$ cat src/rtl/assert_macros.svh
// Assertion macros shared by the heater burn timer RTL.
// No dependencies; every macro takes its clock and synchronous reset explicitly.
`ifndef ASSERT_MACROS_SVH
`define ASSERT_MACROS_SVH

// Same-cycle implication, disabled while reset is high.
`define ASSERT_IMPLIES(label, clk, rst, ante, cons) \
   label: assert property (@(posedge clk) disable iff (rst) (ante) |-> (cons)) \
      else $error("assertion failed");

// Next-cycle implication, disabled while reset is high.
`define ASSERT_NEXT(label, clk, rst, ante, cons) \
   label: assert property (@(posedge clk) disable iff (rst) (ante) |=> (cons)) \
      else $error("assertion failed");

`endif

$ cat src/rtl/hbt_pkg.sv
// Package for the heater burn timer: field widths, codes, reset values and types.
// No dependencies; used by the channel interfaces and the top level.
package hbt_pkg;

   localparam int BAR_LEVELS     = 5;
   localparam int LEVEL_STEP_W   = 6;
   localparam int BURN_STEP_W    = 13;
   localparam int DEBOUNCE_W     = 4;
   localparam int SAMPLE_W       = 8;
   localparam int BURN_W         = 15;
   localparam int COOK_W         = 16;
   localparam int SPLASH_W       = 5;
   localparam int CSR_INDEX_W    = 2;
   localparam int CSR_DATA_W     = 13;
   localparam int LIT_W          = $clog2(BAR_LEVELS + 1);
   localparam int THRESH_W       = LEVEL_STEP_W + LIT_W;
   localparam int PRODUCT_W      = BURN_STEP_W + LIT_W;

   typedef logic [1:0]                    mode_type;
   typedef logic [CSR_INDEX_W-1:0]        csr_index_type;
   typedef logic [BAR_LEVELS-1:0]         bar_type;
   typedef logic [BURN_W-1:0]             burn_type;
   typedef logic signed [COOK_W-1:0]      cook_type;
   typedef logic signed [SPLASH_W-1:0]    splash_type;
   typedef logic [DEBOUNCE_W-1:0]         press_type;

   // Event kinds.
   localparam mode_type MODE_FAST   = 2'd0;
   localparam mode_type MODE_SLOW   = 2'd1;
   localparam mode_type MODE_POT    = 2'd2;
   localparam mode_type MODE_UNUSED = 2'd3;

   // Register indexes.
   localparam csr_index_type REG_LEVEL_STEP     = 2'd0;
   localparam csr_index_type REG_BURN_STEP      = 2'd1;
   localparam csr_index_type REG_DEBOUNCE_COUNT = 2'd2;
   localparam csr_index_type REG_SPLASH_TICKS   = 2'd3;

   // Register reset values.
   localparam logic [LEVEL_STEP_W-1:0] LEVEL_STEP_RESET = 6'd40;
   localparam logic [BURN_STEP_W-1:0]  BURN_STEP_RESET  = 13'd3450;
   localparam press_type               DEBOUNCE_RESET   = 4'd3;
   localparam logic [3:0]              SPLASH_RESET     = 4'd6;

   localparam burn_type BURN_MAX = {BURN_W{1'b1}};

   // One result word as held in the output register.
   typedef struct packed {
      logic     relay_on;
      bar_type  bar_leds;
      cook_type cook_left;
      logic     show_splash;
      logic     showed_on;
      logic     showed_off;
      logic     refresh_time;
   } rsp_type;

endpackage

$ cat src/rtl/hbt_req_if.sv
// Event channel of the heater burn timer: valid/ready plus one event word.
// Depends on hbt_pkg.
interface hbt_req_if import hbt_pkg::*; ();
   logic                valid;
   logic                ready;
   mode_type            mode;
   logic                switch_level;
   logic [SAMPLE_W-1:0] sample;

   modport source (output valid, mode, switch_level, sample, input ready);
   modport sink   (input valid, mode, switch_level, sample, output ready);
endinterface

$ cat src/rtl/hbt_rsp_if.sv
// Result channel of the heater burn timer: valid/ready plus one result word.
// Depends on hbt_pkg.
interface hbt_rsp_if import hbt_pkg::*; ();
   logic     valid;
   logic     ready;
   logic     relay_on;
   bar_type  bar_leds;
   cook_type cook_left;
   logic     show_splash;
   logic     showed_on;
   logic     showed_off;
   logic     refresh_time;

   modport source (output valid, relay_on, bar_leds, cook_left, show_splash, showed_on,
                   showed_off, refresh_time, input ready);
   modport sink   (input valid, relay_on, bar_leds, cook_left, show_splash, showed_on,
                   showed_off, refresh_time, output ready);
endinterface

$ cat src/rtl/hbt_csr_if.sv
// Register write channel of the heater burn timer: valid/ready, index and data.
// Depends on hbt_pkg.
interface hbt_csr_if import hbt_pkg::*; ();
   logic                  valid;
   logic                  ready;
   csr_index_type         index;
   logic [CSR_DATA_W-1:0] data;

   modport source (output valid, index, data, input ready);
   modport sink   (input valid, index, data, output ready);
endinterface

$ cat src/rtl/heater_burn_timer_controller.sv
// Top level of the heater burn timer controller.
// Depends on hbt_pkg, the three channel interfaces and assert_macros.svh.
//
// Usage:
// Events arrive on req_bus: a fast tick, a slow tick or a pot sample. Each
// accepted event word produces exactly one result word on rsp_bus carrying
// the relay drive, the LED bar, the remaining cook count and event flags.
// Register writes arrive on csr_bus, which is always ready; they are meant
// to be issued only while no event is in flight.
// An accepted word is held in an input register until the output register
// can advance; the edge at which it advances updates all controller state
// and loads the output register with the result word. One event per cycle
// is sustained while rsp_bus does not stall: every event is handled in a
// single state update.
// When rsp_bus stalls, the output register holds its word and the input
// register can still take one more event; only then does req_bus.ready drop.
// Reset (synchronous, active high) restores the register defaults, clears
// the controller state, loads both splash countdowns with six and empties
// both pipeline registers.
module heater_burn_timer_controller import hbt_pkg::*; (
   input  logic       clock,
   input  logic       reset,
   hbt_req_if.sink    req_bus,
   hbt_rsp_if.source  rsp_bus,
   hbt_csr_if.sink    csr_bus
);

`include "assert_macros.svh"

   // Configuration registers. The splash tick count has no register: the
   // countdowns always reset to the fixed default, so writes to it are taken
   // and have no effect.
   logic [LEVEL_STEP_W-1:0] level_step_ff;
   logic [BURN_STEP_W-1:0]  burn_step_ff;
   press_type               debounce_ff;

   // Input register.
   logic                in_valid_ff;
   mode_type            in_mode_ff;
   logic                in_switch_ff;
   logic [SAMPLE_W-1:0] in_sample_ff;

   // Controller state.
   logic [SAMPLE_W-1:0] pot_ff,       pot_in;
   burn_type            burn_ff,      burn_in;
   bar_type             bar_ff,       bar_in;
   logic                running_ff,   running_in;
   logic                toggle_ff,    toggle_in;
   cook_type            cook_ff,      cook_in;
   press_type           press_ff,     press_in;
   logic                last_sw_ff,   last_sw_in;
   splash_type          splash1_ff,   splash1_in;
   splash_type          splash2_ff,   splash2_in;

   // Output register.
   logic    rsp_valid_ff;
   rsp_type rsp_ff, rsp_in;

   logic advance;

   // Bar evaluation from the stored pot value.
   bar_type                 bar_eval;
   logic [LIT_W-1:0]        lit;
   logic [PRODUCT_W-1:0]    burn_product;
   burn_type                burn_eval;

   // The output register moves on when it is empty or being read.
   assign advance       = !rsp_valid_ff || rsp_bus.ready;
   assign req_bus.ready = !in_valid_ff || advance;
   assign csr_bus.ready = 1'b1;

   // Level k is lit when the pot value exceeds k steps. Thresholds grow with k,
   // so the highest lit level is also the count of lit levels.
   always_comb begin
      bar_eval = '0;
      lit      = '0;
      for (int k = 1; k <= BAR_LEVELS; k++) begin
         if (THRESH_W'(pot_ff) > THRESH_W'(k) * THRESH_W'(level_step_ff)) begin
            bar_eval[k-1] = 1'b1;
            lit           = LIT_W'(k);
         end
      end
      burn_product = PRODUCT_W'(lit) * PRODUCT_W'(burn_step_ff);
      if (burn_product > PRODUCT_W'(BURN_MAX)) begin
         burn_eval = BURN_MAX;
      end else begin
         burn_eval = burn_product[BURN_W-1:0];
      end
   end

   // Next state and result for the event in the input register.
   always_comb begin
      pot_in     = pot_ff;
      burn_in    = burn_ff;
      bar_in     = bar_ff;
      running_in = running_ff;
      toggle_in  = toggle_ff;
      cook_in    = cook_ff;
      press_in   = press_ff;
      last_sw_in = last_sw_ff;
      splash1_in = splash1_ff;
      splash2_in = splash2_ff;
      rsp_in     = '0;

      unique case (in_mode_ff)
         MODE_FAST: begin
            bar_in  = bar_eval;
            burn_in = burn_eval;
            // Count down a timed burn; seeing zero switches the relay off and
            // the count settles at minus one.
            if (running_ff && burn_eval != '0) begin
               if (cook_ff == '0) begin
                  running_in        = 1'b0;
                  rsp_in.showed_off = 1'b1;
               end
               if (!cook_ff[COOK_W-1]) begin
                  cook_in = cook_ff - cook_type'(1);
               end
            end
         end
         MODE_SLOW: begin
            rsp_in.refresh_time = running_ff && burn_ff != '0;
            // The second splash countdown runs only after the first has
            // passed zero; both stop at minus one.
            if (!splash1_ff[SPLASH_W-1]) begin
               splash1_in = splash1_ff - splash_type'(1);
            end else if (!splash2_ff[SPLASH_W-1]) begin
               splash2_in = splash2_ff - splash_type'(1);
            end
            if (splash1_in == '0) begin
               rsp_in.show_splash = 1'b1;
            end else if (splash2_in == '0) begin
               running_in        = 1'b0;
               rsp_in.showed_off = 1'b1;
            end
            // Debounce: consecutive pressed ticks, wrapping at the counter width.
            if (!in_switch_ff && !last_sw_ff) begin
               press_in = press_ff + press_type'(1);
               if (press_in == debounce_ff) begin
                  toggle_in  = !toggle_ff;
                  running_in = !toggle_ff;
                  if (!toggle_ff) begin
                     rsp_in.showed_on = 1'b1;
                  end else begin
                     rsp_in.showed_off = 1'b1;
                  end
                  if (burn_ff != '0) begin
                     cook_in = !toggle_ff ? cook_type'({1'b0, burn_ff}) : '0;
                  end
                  press_in = '0;
               end
            end else begin
               press_in = '0;
            end
            last_sw_in = in_switch_ff;
         end
         MODE_POT: begin
            // The pot setting is frozen while the heater runs.
            if (!running_ff) begin
               pot_in = in_sample_ff;
            end
         end
         MODE_UNUSED: begin
         end
         default: begin
         end
      endcase

      rsp_in.relay_on  = running_in;
      rsp_in.bar_leds  = bar_in;
      rsp_in.cook_left = cook_in;
   end

   always_ff @(posedge clock) begin
      if (reset) begin
         level_step_ff <= LEVEL_STEP_RESET;
         burn_step_ff  <= BURN_STEP_RESET;
         debounce_ff   <= DEBOUNCE_RESET;
      end else if (csr_bus.valid) begin
         unique case (csr_bus.index)
            REG_LEVEL_STEP:     level_step_ff <= csr_bus.data[LEVEL_STEP_W-1:0];
            REG_BURN_STEP:      burn_step_ff  <= csr_bus.data[BURN_STEP_W-1:0];
            REG_DEBOUNCE_COUNT: debounce_ff   <= csr_bus.data[DEBOUNCE_W-1:0];
            REG_SPLASH_TICKS: begin
            end
            default: begin
            end
         endcase
      end
   end

   // Input register.
   always_ff @(posedge clock) begin
      if (reset) begin
         in_valid_ff <= 1'b0;
      end else if (req_bus.ready) begin
         in_valid_ff <= req_bus.valid;
      end
   end

   always_ff @(posedge clock) begin
      if (req_bus.ready && req_bus.valid) begin
         in_mode_ff   <= req_bus.mode;
         in_switch_ff <= req_bus.switch_level;
         in_sample_ff <= req_bus.sample;
      end
   end

   // State update and output register.
   always_ff @(posedge clock) begin
      if (reset) begin
         pot_ff       <= '0;
         burn_ff      <= '0;
         bar_ff       <= '0;
         running_ff   <= 1'b0;
         toggle_ff    <= 1'b0;
         cook_ff      <= '0;
         press_ff     <= '0;
         last_sw_ff   <= 1'b0;
         splash1_ff   <= splash_type'({1'b0, SPLASH_RESET});
         splash2_ff   <= splash_type'({1'b0, SPLASH_RESET});
         rsp_valid_ff <= 1'b0;
      end else if (advance) begin
         rsp_valid_ff <= in_valid_ff;
         if (in_valid_ff) begin
            pot_ff     <= pot_in;
            burn_ff    <= burn_in;
            bar_ff     <= bar_in;
            running_ff <= running_in;
            toggle_ff  <= toggle_in;
            cook_ff    <= cook_in;
            press_ff   <= press_in;
            last_sw_ff <= last_sw_in;
            splash1_ff <= splash1_in;
            splash2_ff <= splash2_in;
         end
      end
   end

   always_ff @(posedge clock) begin
      if (advance && in_valid_ff) begin
         rsp_ff <= rsp_in;
      end
   end

   assign rsp_bus.valid        = rsp_valid_ff;
   assign rsp_bus.relay_on     = rsp_ff.relay_on;
   assign rsp_bus.bar_leds     = rsp_ff.bar_leds;
   assign rsp_bus.cook_left    = rsp_ff.cook_left;
   assign rsp_bus.show_splash  = rsp_ff.show_splash;
   assign rsp_bus.showed_on    = rsp_ff.showed_on;
   assign rsp_bus.showed_off   = rsp_ff.showed_off;
   assign rsp_bus.refresh_time = rsp_ff.refresh_time;

   // The heater only runs with the toggle set; timeouts clear just the relay.
   `ASSERT_IMPLIES(a_running_needs_toggle, clock, reset, running_ff, toggle_ff)
   // The cook count never passes below minus one.
   `ASSERT_IMPLIES(a_cook_floor, clock, reset, 1'b1, cook_ff >= -16'sd1)
   // A switch-on event always leaves the relay driven.
   `ASSERT_IMPLIES(a_on_drives_relay, clock, reset, rsp_valid_ff && rsp_ff.showed_on, rsp_ff.relay_on)
   // A held event in the input register is not dropped while the output stalls.
   `ASSERT_NEXT(a_hold_input, clock, reset, in_valid_ff && !advance, in_valid_ff)

endmodule
$ cat src/flat_wrapper.sv
// flat-port wrapper written by rule: the top's interface ports become plain ports
module heater_burn_timer_controller_flat import hbt_pkg::*;
  (clock, reset, req_bus_valid, req_bus_mode, req_bus_switch_level, req_bus_sample, req_bus_ready, rsp_bus_valid, rsp_bus_relay_on, rsp_bus_bar_leds, rsp_bus_cook_left, rsp_bus_show_splash, rsp_bus_showed_on, rsp_bus_showed_off, rsp_bus_refresh_time, rsp_bus_ready, csr_bus_valid, csr_bus_index, csr_bus_data, csr_bus_ready);
  hbt_req_if req_bus_i ();
  hbt_rsp_if rsp_bus_i ();
  hbt_csr_if csr_bus_i ();
  input  logic clock;
  input  logic reset;
  input wire logic [$bits(req_bus_i.valid)-1:0] req_bus_valid;
  input wire logic [$bits(req_bus_i.mode)-1:0] req_bus_mode;
  input wire logic [$bits(req_bus_i.switch_level)-1:0] req_bus_switch_level;
  input wire logic [$bits(req_bus_i.sample)-1:0] req_bus_sample;
  output wire logic [$bits(req_bus_i.ready)-1:0] req_bus_ready;
  output wire logic [$bits(rsp_bus_i.valid)-1:0] rsp_bus_valid;
  output wire logic [$bits(rsp_bus_i.relay_on)-1:0] rsp_bus_relay_on;
  output wire logic [$bits(rsp_bus_i.bar_leds)-1:0] rsp_bus_bar_leds;
  output wire logic [$bits(rsp_bus_i.cook_left)-1:0] rsp_bus_cook_left;
  output wire logic [$bits(rsp_bus_i.show_splash)-1:0] rsp_bus_show_splash;
  output wire logic [$bits(rsp_bus_i.showed_on)-1:0] rsp_bus_showed_on;
  output wire logic [$bits(rsp_bus_i.showed_off)-1:0] rsp_bus_showed_off;
  output wire logic [$bits(rsp_bus_i.refresh_time)-1:0] rsp_bus_refresh_time;
  input wire logic [$bits(rsp_bus_i.ready)-1:0] rsp_bus_ready;
  input wire logic [$bits(csr_bus_i.valid)-1:0] csr_bus_valid;
  input wire logic [$bits(csr_bus_i.index)-1:0] csr_bus_index;
  input wire logic [$bits(csr_bus_i.data)-1:0] csr_bus_data;
  output wire logic [$bits(csr_bus_i.ready)-1:0] csr_bus_ready;
  assign req_bus_i.valid = req_bus_valid;
  assign req_bus_i.mode = req_bus_mode;
  assign req_bus_i.switch_level = req_bus_switch_level;
  assign req_bus_i.sample = req_bus_sample;
  assign req_bus_ready = req_bus_i.ready;
  assign rsp_bus_valid = rsp_bus_i.valid;
  assign rsp_bus_relay_on = rsp_bus_i.relay_on;
  assign rsp_bus_bar_leds = rsp_bus_i.bar_leds;
  assign rsp_bus_cook_left = rsp_bus_i.cook_left;
  assign rsp_bus_show_splash = rsp_bus_i.show_splash;
  assign rsp_bus_showed_on = rsp_bus_i.showed_on;
  assign rsp_bus_showed_off = rsp_bus_i.showed_off;
  assign rsp_bus_refresh_time = rsp_bus_i.refresh_time;
  assign rsp_bus_i.ready = rsp_bus_ready;
  assign csr_bus_i.valid = csr_bus_valid;
  assign csr_bus_i.index = csr_bus_index;
  assign csr_bus_i.data = csr_bus_data;
  assign csr_bus_ready = csr_bus_i.ready;
  heater_burn_timer_controller u_core (.clock(clock), .reset(reset), .req_bus(req_bus_i), .rsp_bus(rsp_bus_i), .csr_bus(csr_bus_i));
endmodule
$ cat config.mk
export PLATFORM = sky130hd
export DESIGN_NAME = heater_burn_timer_controller_flat
export DESIGN_NICKNAME = d
export VERILOG_FILES = /design/src/rtl/hbt_pkg.sv /design/src/rtl/hbt_req_if.sv /design/src/rtl/hbt_rsp_if.sv /design/src/rtl/hbt_csr_if.sv /design/src/rtl/heater_burn_timer_controller.sv /design/src/flat_wrapper.sv
export VERILOG_INCLUDE_DIRS = /design/src /design/src/rtl
export SDC_FILE = /design/constraint.sdc
export NUM_CORES = 1
export LEC_CHECK = 0
export BUFFER_PORTS_ARGS = -buffer_cell sky130_fd_sc_hd__buf_2
export CAP_MARGIN = 20
export CORE_UTILIZATION = 60
export CTS_BUF_LIST = sky130_fd_sc_hd__clkbuf_4 sky130_fd_sc_hd__clkbuf_8 sky130_fd_sc_hd__clkbuf_16
export CTS_CLUSTER_DIAMETER = 30
export DETAILED_ROUTE_END_ITERATION = 16
export PLACE_DENSITY = 0.8
export SYNTH_ARGS = -nofsm -noshare
export SYNTH_HDL_FRONTEND = slang
export SYNTH_SLANG_ARGS = --single-unit
$ cat constraint.sdc
create_clock -name clock -period 13 [get_ports clock]
set_input_delay 0 -clock clock [delete_from_list [all_inputs] [get_ports clock]]
set_output_delay 0 -clock clock [all_outputs]
set_load 0.02 [all_outputs]
==> impl_metrics.yaml <==
run_status:
  run_status: "complete, no violations"
sta:
  final.setup.tns_ns: 0
  worst-slew-pin-transition_ns: 0.892
  setup_violations: 0
  layout_setup_ws_ns: 4.55
  max-slew-margin-rel_pct: 40.5
  clock.fmax_mhz: 118
  setup_repair_after_global_routing_missed_its_margin: "no"
  hold_viol: 0
  period_needed_ns: 8.45
  final_cycle_share_pct: 65.0
  worst_clock_skew_ns: 0.00875
  drv_slew: 0
logic_synthesis:
  syn-cell-area_mm2: 0.00806
  synth_top_area_share_pct: 21.4
  flip_flop_and_latch_count_after_synthesis: 123
  ffs_w_async_s_r_synth_pct: 0
  synth.distinct_cells: 73
  synth_fp_nets: 1055
  synth-seq-area-share_pct: 35.1
  synth_area_leaders: "sky130_fd_sc_hd__dfxtp_1 (21%), sky130_fd_sc_hd__edfxtp_1 (14%), sky130_fd_sc_hd__ha_1 (10%)"
  post-synth-top-area-cell: "sky130_fd_sc_hd__dfxtp_1"
  syn-instance-count: 945
  postSynthAreaPerCell_um2: 8.53
  synth-edff-count: 37
  synth_ff_type: "sky130_fd_sc_hd__dfxtp_1"
  ys_warn_count: 0
worst_hold_path:
  hp-class: "input pin to flop"
  min_delay_path_depth: 4
  min_to: "u_core.level_step_ff[4]"
  min-delay-start: "csr_bus_index[1]"
floorplanning:
  num_io_pins: 60
  row_count: 41
  die_height_um: 118
  chipWidth_um: 118
  start_util_pct: 62.6
  core_mm2: 0.0129
  overall_die_area_mm2: 0.0139
global_route:
  grt_max_degree: 56
  gr-total-overflow: 0
  antenna_violations_before_repair: 0
  grt_util_all_layers_pct: 31.3
  grt_first_pass_wirelength_mm: 34.6
  via_count_of_the_first_global_routing_pass: 7097
worst_setup_path:
  origin_of_the_worst_setup_path: "u_core.level_step_ff[1]"
  timing.rr.end: "u_core.rsp_bus.cook_left[1]"
  criticalPathCategory: "flop to flop"
  worst_path_dominant_cell_family: "simple AND/OR/NAND/NOR gates"
  worst-path-stages: 30
  worst-path-max-fanout: 17
  reg2reg_slack_ns: 4.55
  endpoint_kind: "flop"
  critPathBufInv: 4
  reg2reg_from: "u_core.level_step_ff[1]"
  cp.arrival_ns: 8.62
  crit_slowest_cell: "sky130_fd_sc_hd__a21oi_1"
  cp-start-kind: "flop"
  timing.critical_path.required_ns: 13.17
  max_stage_delay_on_crit_path_ns: 0.81
  reg2reg_depth: 30
route:
  drt_first_iter_violations: 788
  drtPass1Iterations: 6
  route.vias.total: 7353
  drc_errors: 0
  drt-vias-per-instance: 6.12
  wl_per_cell_um: 17.4
  detail_route.wirelength_mm: 21.0
  postRouteAntennaNets: 0
power:
  p_seq_share_pct: 41.8
  power.leakage_nw: 4.09
  power_switching_mw: 0.275
  vdd_drop_max_v: 0.000102
  power_density_mw_per_mm2: 108
  p_comb_share_pct: 13.5
  report.power.total_mw: 0.999
  swShare_pct: 27.5
  p_clk_share_pct: 44.7
  power.internal_mw: 0.725
clocking:
  tritoncts.num_buffers: 17
  clk_transition_reported_paths_ns: 0.05
  root_buffer: "sky130_fd_sc_hd__clkbuf_16"
  htree_num_levels: 4
  cts_resized: 0
  clock_path_buffers: 2
  clock_sink_count: 123
  cts_tree: "done"
  clock_insertion_delay_worst_skew_ns: 0.43
final_layout:
  multi_input_area_mm2: 0.00482
  finish.net_count: 1127
  postLayoutCoreUtil_pct: 72.0
  ff_latch_area_mm2: 0.00283
  final_layout_size_suffix_gt1_share_pct: 10.9
  design_area_mm2: 0.00928
  layout.filler_cells: 1016
  n_antenna_cell: 0
  area_growth_syn_to_layout_pct: 15.1
place:
  placedInstanceArea_mm2: 0.00844
  place_hpwl_mm: 14.4
  detailedPlace.worstSlack_ns: 4.70
  numPortBuffers: 58
  gp_routability_congestion: 0.957
job:
  cap_viol_max_count: 0
[synth_stat cells, drive strengths merged (7+ instances only)]
master	number
nand2	123
fa	14
o211ai	13
nand3	24
a21o	12
xnor2	15
mux2i	17
inv	63
o221ai	8
clkbuf	31
or3	20
a21oi	70
ha	65
o21ai	49
nor2	82
nand2b	9
edfxtp	37
or2	8
or4	7
buf	9
nor2b	14
xor2	9
a22oi	8
dfxtp	86
and2	12
nor3	22
nor4	14
[state kept, by name, summed over array words and instances (netlist names), 2 cells and up]
register,count
u_core.cook_ff,16
u_core.rsp_bus.cook_left,16
u_core.burn_ff,15
u_core.burn_step_ff,13
u_core.in_sample_ff,8
u_core.pot_ff,8
u_core.level_step_ff,6
u_core.bar_ff,5
u_core.rsp_bus.bar_leds,5
u_core.splash1_ff,5
u_core.splash2_ff,5
u_core.debounce_ff,4
u_core.press_ff,4
u_core.in_mode_ff,2
[tightest hold or removal path, stage by stage]
cell,delay [ns]
sky130_fd_sc_hd__buf_2,0.12
sky130_fd_sc_hd__nor3b_1,0.08
sky130_fd_sc_hd__a21oi_1,0.14
sky130_fd_sc_hd__nor2_1,0.04
[logic make-up after synthesis]
group | after synthesis | share of synthesized area [%]
simple gates | 364 | 21.9
flops | 123 | 35.1
other cells | 1 | 0.0465
xor+xnor | 25 | 2.90
mux | 17 | 2.11
fa+ha+maj | 79 | 13.6
compound gates | 233 | 19.3
buf+inv | 103 | 5.06
[worst max-delay path by stage]
stage / end / slack (ns)
after detailed placement: u_core.rsp_bus.cook_left[1] / 4.70
after floorplan: u_core.rsp_bus.cook_left[5] / 6.00
after CTS: u_core.rsp_bus.cook_left[1] / 4.67
after global placement: u_core.rsp_bus.cook_left[1] / 4.94
after global routing: u_core.rsp_bus.cook_left[1] / 3.93
final: u_core.rsp_bus.cook_left[1] / 4.55
[stage by stage]
step	hold WS (ns)	cells
4_1_cts	0.0566	1200
3_5_place_dp	0.178	1141
5_1_grt	0.0536	1202
2_1_floorplan	0.0989	945
6_report	0.0158	1202
3_3_place_gp	0.176	1141
[layout by cell type, fill, tap and decap left out, types with 6 or more instances in the layout]
master / count
sky130_fd_sc_hd__fa_1: 14
sky130_fd_sc_hd__o221ai_1: 8
sky130_fd_sc_hd__nor4_1: 14
sky130_fd_sc_hd__o21ai_0: 47
sky130_fd_sc_hd__a22oi_1: 8
sky130_fd_sc_hd__buf_4: 6
sky130_fd_sc_hd__nand2_1: 123
sky130_fd_sc_hd__edfxtp_1: 37
sky130_fd_sc_hd__nor3_1: 22
sky130_fd_sc_hd__or4_1: 7
sky130_fd_sc_hd__and3_1: 6
sky130_fd_sc_hd__nand3_1: 24
sky130_fd_sc_hd__xor2_1: 9
sky130_fd_sc_hd__dlygate4sd3_1: 27
sky130_fd_sc_hd__ha_1: 65
sky130_fd_sc_hd__dfxtp_1: 86
sky130_fd_sc_hd__or2_2: 8
sky130_fd_sc_hd__a21o_1: 12
sky130_fd_sc_hd__nor2_1: 80
sky130_fd_sc_hd__a21oi_1: 70
sky130_fd_sc_hd__mux2i_1: 17
sky130_fd_sc_hd__nand4_1: 6
sky130_fd_sc_hd__xnor2_1: 15
sky130_fd_sc_hd__nand2b_1: 9
sky130_fd_sc_hd__a211oi_1: 6
sky130_fd_sc_hd__nor2b_1: 14
sky130_fd_sc_hd__or3_1: 20
sky130_fd_sc_hd__o211ai_1: 13
sky130_fd_sc_hd__a32oi_1: 6
sky130_fd_sc_hd__a221o_1: 6
sky130_fd_sc_hd__o21a_1: 6
sky130_fd_sc_hd__and2_1: 12
sky130_fd_sc_hd__inv_1: 63
sky130_fd_sc_hd__clkbuf_16: 17
sky130_fd_sc_hd__buf_2: 59
[timing repair]
action                                 CTS  global route
buffers inserted                         0             0
endpoints found under the hold margin   36             0
hold buffers                            27             0
[routing by layer]
| metal | GRT usage (%) | share of wire, % |
|---|---|---|
| met1 | 38.7 | 43 |
| met3 | 6.78 | 6.6 |
| met2 | 52.1 | 47 |
| met4 | 14.3 | 2.9 |
| met5 | 0 | 0 |
[layout make-up]
type	count	area share, %
Timing Repair Buffer	93	6.66
Tap cell	172	2.32
Clock inverter	14	1.32
Clock buffer	18	4.67
Multi-Input combinational cell	719	51.9
Inverter	63	2.55
Sequential cell	123	30.5
[power groups by stage]
| stage | registers, mW | clock network, mW | logic (mW) |
|---|---|---|---|
| after floorplan | 0.426 | 0 | 0.0889 |
| after global placement | 0.425 | 0 | 0.123 |
| after detailed placement | 0.425 | 0 | 0.125 |
| after CTS | 0.417 | 0.448 | 0.132 |
| after global routing | 0.419 | 0.466 | 0.150 |
| final | 0.418 | 0.446 | 0.135 |
(Power assumes the default switching activity.)
